## src/hdl/stq_pkg.sv

```systemverilog
// Shared types and constants of the sorted timer queue.
// Depends on nothing; every other file of the block imports it.
package stq_pkg;

    localparam int ID_W    = 4;
    localparam int PER_W   = 23;
    localparam int NOW_W   = 63;
    localparam int EXP_W   = 64;
    localparam int PROD_W  = 33;
    localparam int FIRE_W  = 6;
    localparam int US_PER_MS = 1000;

    typedef enum logic [1:0] {
        OP_ADD    = 2'd0,
        OP_DELETE = 2'd1,
        OP_TICK   = 2'd2,
        OP_NONE   = 2'd3
    } opcode_t;

    typedef enum logic [1:0] {
        KIND_FIRED   = 2'd0,
        KIND_ACK     = 2'd1,
        KIND_SUMMARY = 2'd2
    } kind_t;

    typedef enum logic [1:0] {
        ST_OK        = 2'd0,
        ST_REFUSED   = 2'd1,
        ST_NOT_FOUND = 2'd2
    } status_t;

    typedef enum logic [1:0] {
        CELL_HOLD,
        CELL_INSERT,
        CELL_POP,
        CELL_DELETE
    } cell_op_t;

    typedef struct packed {
        logic [EXP_W-1:0] expiry;
        logic [PER_W-1:0] period;
        logic             repeat_en;
        logic [ID_W-1:0]  ident;
        logic             valid;
    } entry_t;

    typedef struct packed {
        cell_op_t        op;
        entry_t          ins;
        logic [ID_W-1:0] ident;
    } cell_cmd_t;

endpackage

```

## src/hdl/stq_cell.sv

```systemverilog
// One slot of the sorted chain: holds a timer entry and moves it to or from its neighbours.
// Depends on stq_pkg.
module stq_cell
(
    input  logic                clk,
    input  logic                rst_n,
    input  stq_pkg::cell_cmd_t  cmd,
    input  logic                left_keep,
    input  stq_pkg::entry_t     left_entry,
    input  stq_pkg::entry_t     right_entry,
    input  logic                shift_in,
    output stq_pkg::entry_t     entry,
    output logic                keep,
    output logic                match,
    output logic                shift_out
);
    import stq_pkg::*;

    entry_t entry_reg;
    entry_t entry_next;

    // An equal expiry stays ahead of the newcomer, so insertion order holds.
    assign keep      = entry_reg.valid && (entry_reg.expiry <= cmd.ins.expiry);
    assign match     = entry_reg.valid && (entry_reg.ident == cmd.ident);
    assign shift_out = shift_in | match;
    assign entry     = entry_reg;

    always_comb
    begin
        entry_next = entry_reg;
        case (cmd.op)
            CELL_INSERT:
            begin
                if (!keep)
                begin
                    entry_next = left_keep ? cmd.ins : left_entry;
                end
            end
            CELL_POP:
            begin
                entry_next = right_entry;
            end
            CELL_DELETE:
            begin
                if (shift_out)
                begin
                    entry_next = right_entry;
                end
            end
            default:
            begin
                entry_next = entry_reg;
            end
        endcase
    end

    always_ff @(posedge clk or negedge rst_n)
    begin
        if (!rst_n)
        begin
            entry_reg <= '0;
        end
        else
        begin
            entry_reg <= entry_next;
        end
    end

endmodule
```

## config.mk

```make
export PLATFORM = sky130hd
export DESIGN_NAME = stq_cell
export DESIGN_NICKNAME = d
export VERILOG_FILES = /design/src/hdl/stq_pkg.sv /design/src/hdl/stq_cell.sv
export SDC_FILE = /design/constraint.sdc
export NUM_CORES = 1
export LEC_CHECK = 0
export BUFFER_PORTS_ARGS = -buffer_cell sky130_fd_sc_hd__buf_2
export CAP_MARGIN = 25
export CORE_ASPECT_RATIO = 1.25
export CORE_MARGIN = 4
export CORE_UTILIZATION = 25
export DETAILED_ROUTE_END_ITERATION = 10
export GPL_ROUTABILITY_DRIVEN = 0
export PLACE_DENSITY = 0.51
export RECOVER_POWER = 100
export SLEW_MARGIN = 40
export SYNTH_ARGS = -nofsm -noshare
export SYNTH_HDL_FRONTEND = slang
export SYNTH_SLANG_ARGS = --single-unit
```

## constraint.sdc

```tcl
create_clock -name clk -period 3.79 [get_ports clk]
set_input_delay 0.379 -clock clk [delete_from_list [all_inputs] [get_ports clk]]
set_output_delay 0.379 -clock clk [all_outputs]
set_load 0.05 [all_outputs]
```

# ---- Word-level counts from Yosys, hierarchy flattened
# Cells that the tools add are included.
# W data, S select, Z words.
dict set report op_classes {
  magnitude_cmp 1
  n_eq_ne 6
  mux 4
  bitwise 1
  reduce_logical 4
}
# operator count
set ops {}
lappend ops {{$mux W93} 3}
lappend ops {{$pmux W93 S3} 1}
lappend ops {{$le A64 B64 Y1} 1}
lappend ops {{$eq A2 B2 Y1 const B} 2}
lappend ops {{$eq A4 B4 Y1} 1}
lappend ops {{$ne A2 B2 Y1 const B} 2}
lappend ops {{$reduce_and A3 Y1} 1}
lappend ops {{$reduce_bool A3 Y1} 1}
lappend ops {{$eq A2 B1 Y1 const B} 1}
lappend ops {{$logic_and A1 B1 Y1} 2}
lappend ops {{$or A1 B1 Y1} 1}
dict set report word_totals {
  regBits 93
  in_bits 289
  wordCells 21
}

# ---- Longest topological paths before layout
dict set report logic_depth {
  word_depth 5
  ltp_mapped 12
}

# ---- Worst setup path before layout
# OpenSTA, ideal clock, no wires.
dict set report synth_timing {
  path_kind {register -> register}
  start {register entry_reg (netlist bit entry[2])}
  end {register entry_reg (netlist bit entry[80])}
  setup_time_ns 0.128
  arrival_ns 4.136
  path_slack_ns -0.474
  stages_incl_launch_ff 11
  n_path_buf 2
  period_less_slack_ns 4.264
  path_cell_list {dfrtp_1 > inv_1 > a222oi_1 > nor4b_1 > or2_2 > o21ai_0 > o31ai_1 > a41oi_2 > buf_4 > buf_6 > mux2_1}
}
dict set report synth_via {
  elab_chain_len 5
}
# item line
set synth_lines {}
lappend synth_lines {{from (decl)} stq_cell.sv:19} ;# entry_t entry_reg;
lappend synth_lines {{from (signal assigned)} stq_cell.sv:65} ;# entry_reg <= entry_next;
lappend synth_lines {{$eq A4 B4 Y1} stq_cell.sv:24} ;# assign match = entry_reg.valid && (entry_reg.ident == cmd.ident);
lappend synth_lines {{$logic_and A1 B1 Y1} stq_cell.sv:24}
lappend synth_lines {{named net match} stq_cell.sv:14} ;# output logic match,
lappend synth_lines {{$or A1 B1 Y1} stq_cell.sv:25} ;# assign shift_out = shift_in | match;
lappend synth_lines {{named net shift_out} stq_cell.sv:15} ;# output logic shift_out
lappend synth_lines {{$ne A2 B2 Y1 (no line)} n/a}
lappend synth_lines {{$reduce_and A3 Y1 (no line)} n/a}
# The timed path passes the listed nets, and every way through them passes these cells.
# A chain may end at the register's enable or synchronous reset.

# ---- Final worst setup path
dict set report layout_timing {
  start {register entry_reg (netlist bit entry[44])}
  end {output keep}
}
dict set report layout_via {
  elab_chain_len 2
}
# item line
set layout_lines {}
lappend layout_lines {{$le A64 B64 Y1} stq_cell.sv:23} ;# assign keep = entry_reg.valid && (entry_reg.expiry <= cmd.ins.expiry);
lappend layout_lines {{$logic_and A1 B1 Y1} stq_cell.sv:23}
lappend layout_lines {{to (decl)} stq_cell.sv:13} ;# output logic keep,
# No other way between the ends.

==> out/metrics.csv <==
metric;value;unit
remaining antenna violation count after routing;0;
Worst Path Required;3410;ps
mapped cell area;7057;sq um
max-cap check violation count;1;
Synth warnings;0;
reg2reg path depth;10;
Synth Instances;754;
P&R area growth vs syn;34.57;%
initial antenna violation count;3;
Max-Slew Margin vs Limit;-25.84;%
Worst Path Arrival;3120;ps
die width;158.3;um
H-tree levels;3;
fraction of registers with async set/reset;100.0;%
GR Overflow Total;0;
HP Start;right_entry[29];
GRT Util Overall;14.83;%
largest stage delay on the critical path;490;ps
TritonCTS clock tree;yes;
count leader, synth;nand2_1;
via density per instance;4.537;
CP Launch Point;entry[44]$_DFFE_PN0P_;
share of the synthesized area in the top cell type;32.98;%
Final Hold Fails;0;
Crit path depth;9;
IO Pins;385;
RSZ-0062 raised after global routing;no;
Avg Inst Size Synth;9.359;sq um
fmax;286.0;MHz
first-pass GRT wire length;36.07;mm
Die Span Y;195.8;um
Setup violations, final;0;
Clock Path Buffers;2;
latest clock arrival within the worst-skew pair;340;ps
Fillers;3002;
Final Instance Area;9497;sq um
Synth cell types;38;
clock slew at reported path FFs;70;ps
row count;68;
Static Leak;4.926;nW
Synth top cells by count;nand2_1, o21ai_0, mux2i_1;
Top FF cell, synth;dfrtp_1;
CTS Hold Buffers Added;0;
Synth Register Bits;93;
clock sink count;93;
share of layout cells above drive strength 1;30.05;%
top cells by area, synth;dfrtp_1, mux2i_1, ha_1, mux2_1, o21ai_0;
Critical R2R Launch;entry[44]$_DFFE_PN0P_;
power density over cell area;476.8;nW/um^2
area used by multi-input combinational logic;4260;sq um
Initial Util;25.44;%
Hold WC Path Type;in -> reg;
port buffer count;384;
nets;1468;
full die area;31000;sq um
Post-synth EDFFs;0;
largest net degree at the start of global routing;75;
slowest CP cell;or4_1;
Clock Tree Root;clkbuf_16;
crit path max fanout;3;
drt first pass iters;4;
routed len/inst;16.35;um
largest area contributor in the netlist;dfrtp_1;
total CTS buffers;9;
Startpoint Class;register;
number of flip-flops under the largest register name;93;
Tcrit/Tclk final;92.24;%
status;finished with violations;
Setup CP Type;reg -> out;
post-route setup TNS;0;ps
vias in the first global route;6642;
dpl hpwl;19.65;mm
Core ar.;27740;sq um
post-synthesis sequential area ratio;32.98;%
Seq. cell area;2327;sq um
Max Slew Vio Count;72;
Crit. End Element;primary output;
Fin Clk Skew;11.55;ps
Total Wirelength;24.02;mm
Worst Path Buf+Inv;1;
vias;6665;
Slew @ Worst Pin;1888;ps
hold path depth;3;
crit-path cells;ha_1, nand4_1, nor3_1, a21boi_0, or4_1, a21oi_1, nand3_1, a21boi_2, buf_2;
DR iter-0 viols;257;
failing checks;capacitance limit, slew limit;
Post-DP Area;9329;sq um
fin crit period;3496;ps
drt drc;0;
post-synthesis net count;1107;
CP top delay family;simple AND/OR/NAND/NOR gates;
Max IR drop VDD;0.2247;mV
final timing paths:
kind | endpoint | slack [ps]
max in group asynchronous | entry[17]$_DFFE_PN0P_ | 1210
hold / removal | entry[29]$_DFFE_PN0P_ | 330
setup reg to reg | entry[48]$_DFFE_PN0P_ | 330
min in group asynchronous | entry[64]$_DFFE_PN0P_ | 550
hold reg to reg | entry[18]$_DFFE_PN0P_ | 500
setup / recovery | keep | 290
final cells by class:
cell class                      count  share of cell area [%]
Multi-Input combinational cell    548                   44.86
Sequential cell                    93                   24.51
Timing Repair Buffer              392                   19.99
Tap cell                          350                   4.611
Inverter                           71                   2.806
Clock buffer                       10                   2.411
Clock inverter                      4                  0.7905
Antenna cell                        1                 0.02635
kinds of logic (layout without fill, tap and decap cells):
| family | Yosys count | count (layout) | synth area share (%) |
|---|---|---|---|
| multiplexers | 186 | 186 | 28.00 |
| buffers and inverters | 113 | 477 | 6.862 |
| flip-flops | 93 | 93 | 32.98 |
| other | 0 | 1 | 0 |
| AND/OR/NAND/NOR | 149 | 149 | 9.238 |
| AO/OA/AOI/OAI | 148 | 148 | 11.45 |
| XOR/XNOR | 1 | 1 | 0.1241 |
| adder cells (fa/ha/maj) | 64 | 64 | 11.35 |
power breakdown:
group          switching, W  internal, W  total [W]
clock              0.000399     0.000572   0.000971
sequential         0.000173      0.00122    0.00140
combinational       0.00152     0.000636    0.00216
total               0.00210      0.00243    0.00453
worst reg2reg max path: cells and delay by family, from the launching register on:
kind | cells | cell delay [ps]
DFF | 1 | 400
muxes | 1 | 420
AOI/OAI and AO/OA | 3 | 800
adders and majority gates | 1 | 320
and+or+nand+nor | 4 | 1030
buffers and inverters | 1 | 370
metal layers:
metal | vias to the layer above | share of wire (%) | global-route usage, %
li1 | 3373 | - | -
met4 | 4 | 1.1 | 3.097
met1 | 3047 | 40 | 17.10
met3 | 17 | 6.8 | 3.663
met2 | 224 | 52 | 27.42
met5 | - | 0.12 | 0
per-stage QoR:
step / hold slack [ps] / std cells / total power (W) / worst slack, ps / util [%]
after floorplan: 83.41 / 754 / 0.002961 / 278.7 / -
after global placement: 471.9 / 1454 / 0.003655 / 98.81 / 33.62
after detailed placement: 470.5 / 1454 / 0.003679 / 130.6 / 33.63
after CTS: 82.00 / 1468 / 0.004700 / 53.98 / 34.73
after global routing: 337.8 / 1469 / 0.004834 / 49.62 / 34.24
final: 330.2 / 1469 / 0.004528 / 294.0 / 34.24
timing repair:
| action | 4_1_cts | 5_1_grt |
|---|---|---|
| resized for setup | 1 | 1 |
| pin swaps | 0 | 0 |
| endpoints found under the setup margin | 1 | 1 |
| buffers inserted | 0 | 0 |
| endpoints found under the hold margin | 0 | 0 |
cells in the final DEF (no fill, tap or decap), types with 3 or more instances in the layout:
| cell type | instances |
|---|---|
| a21o_1 | 4 |
| a21oi_1 | 29 |
| a221oi_1 | 3 |
| and4_1 | 3 |
| buf_2 | 287 |
| buf_4 | 5 |
| clkbuf_1 | 96 |
| clkbuf_16 | 9 |
| dfrtp_1 | 93 |
| ha_1 | 64 |
| inv_1 | 71 |
| mux2_1 | 68 |
| mux2_2 | 23 |
| mux2i_1 | 95 |
| nand2_1 | 106 |
| nand3_1 | 10 |
| nand4_1 | 13 |
| nor2_1 | 4 |
| nor3_1 | 5 |
| o21ai_0 | 99 |
(Power assumes the default switching activity.)
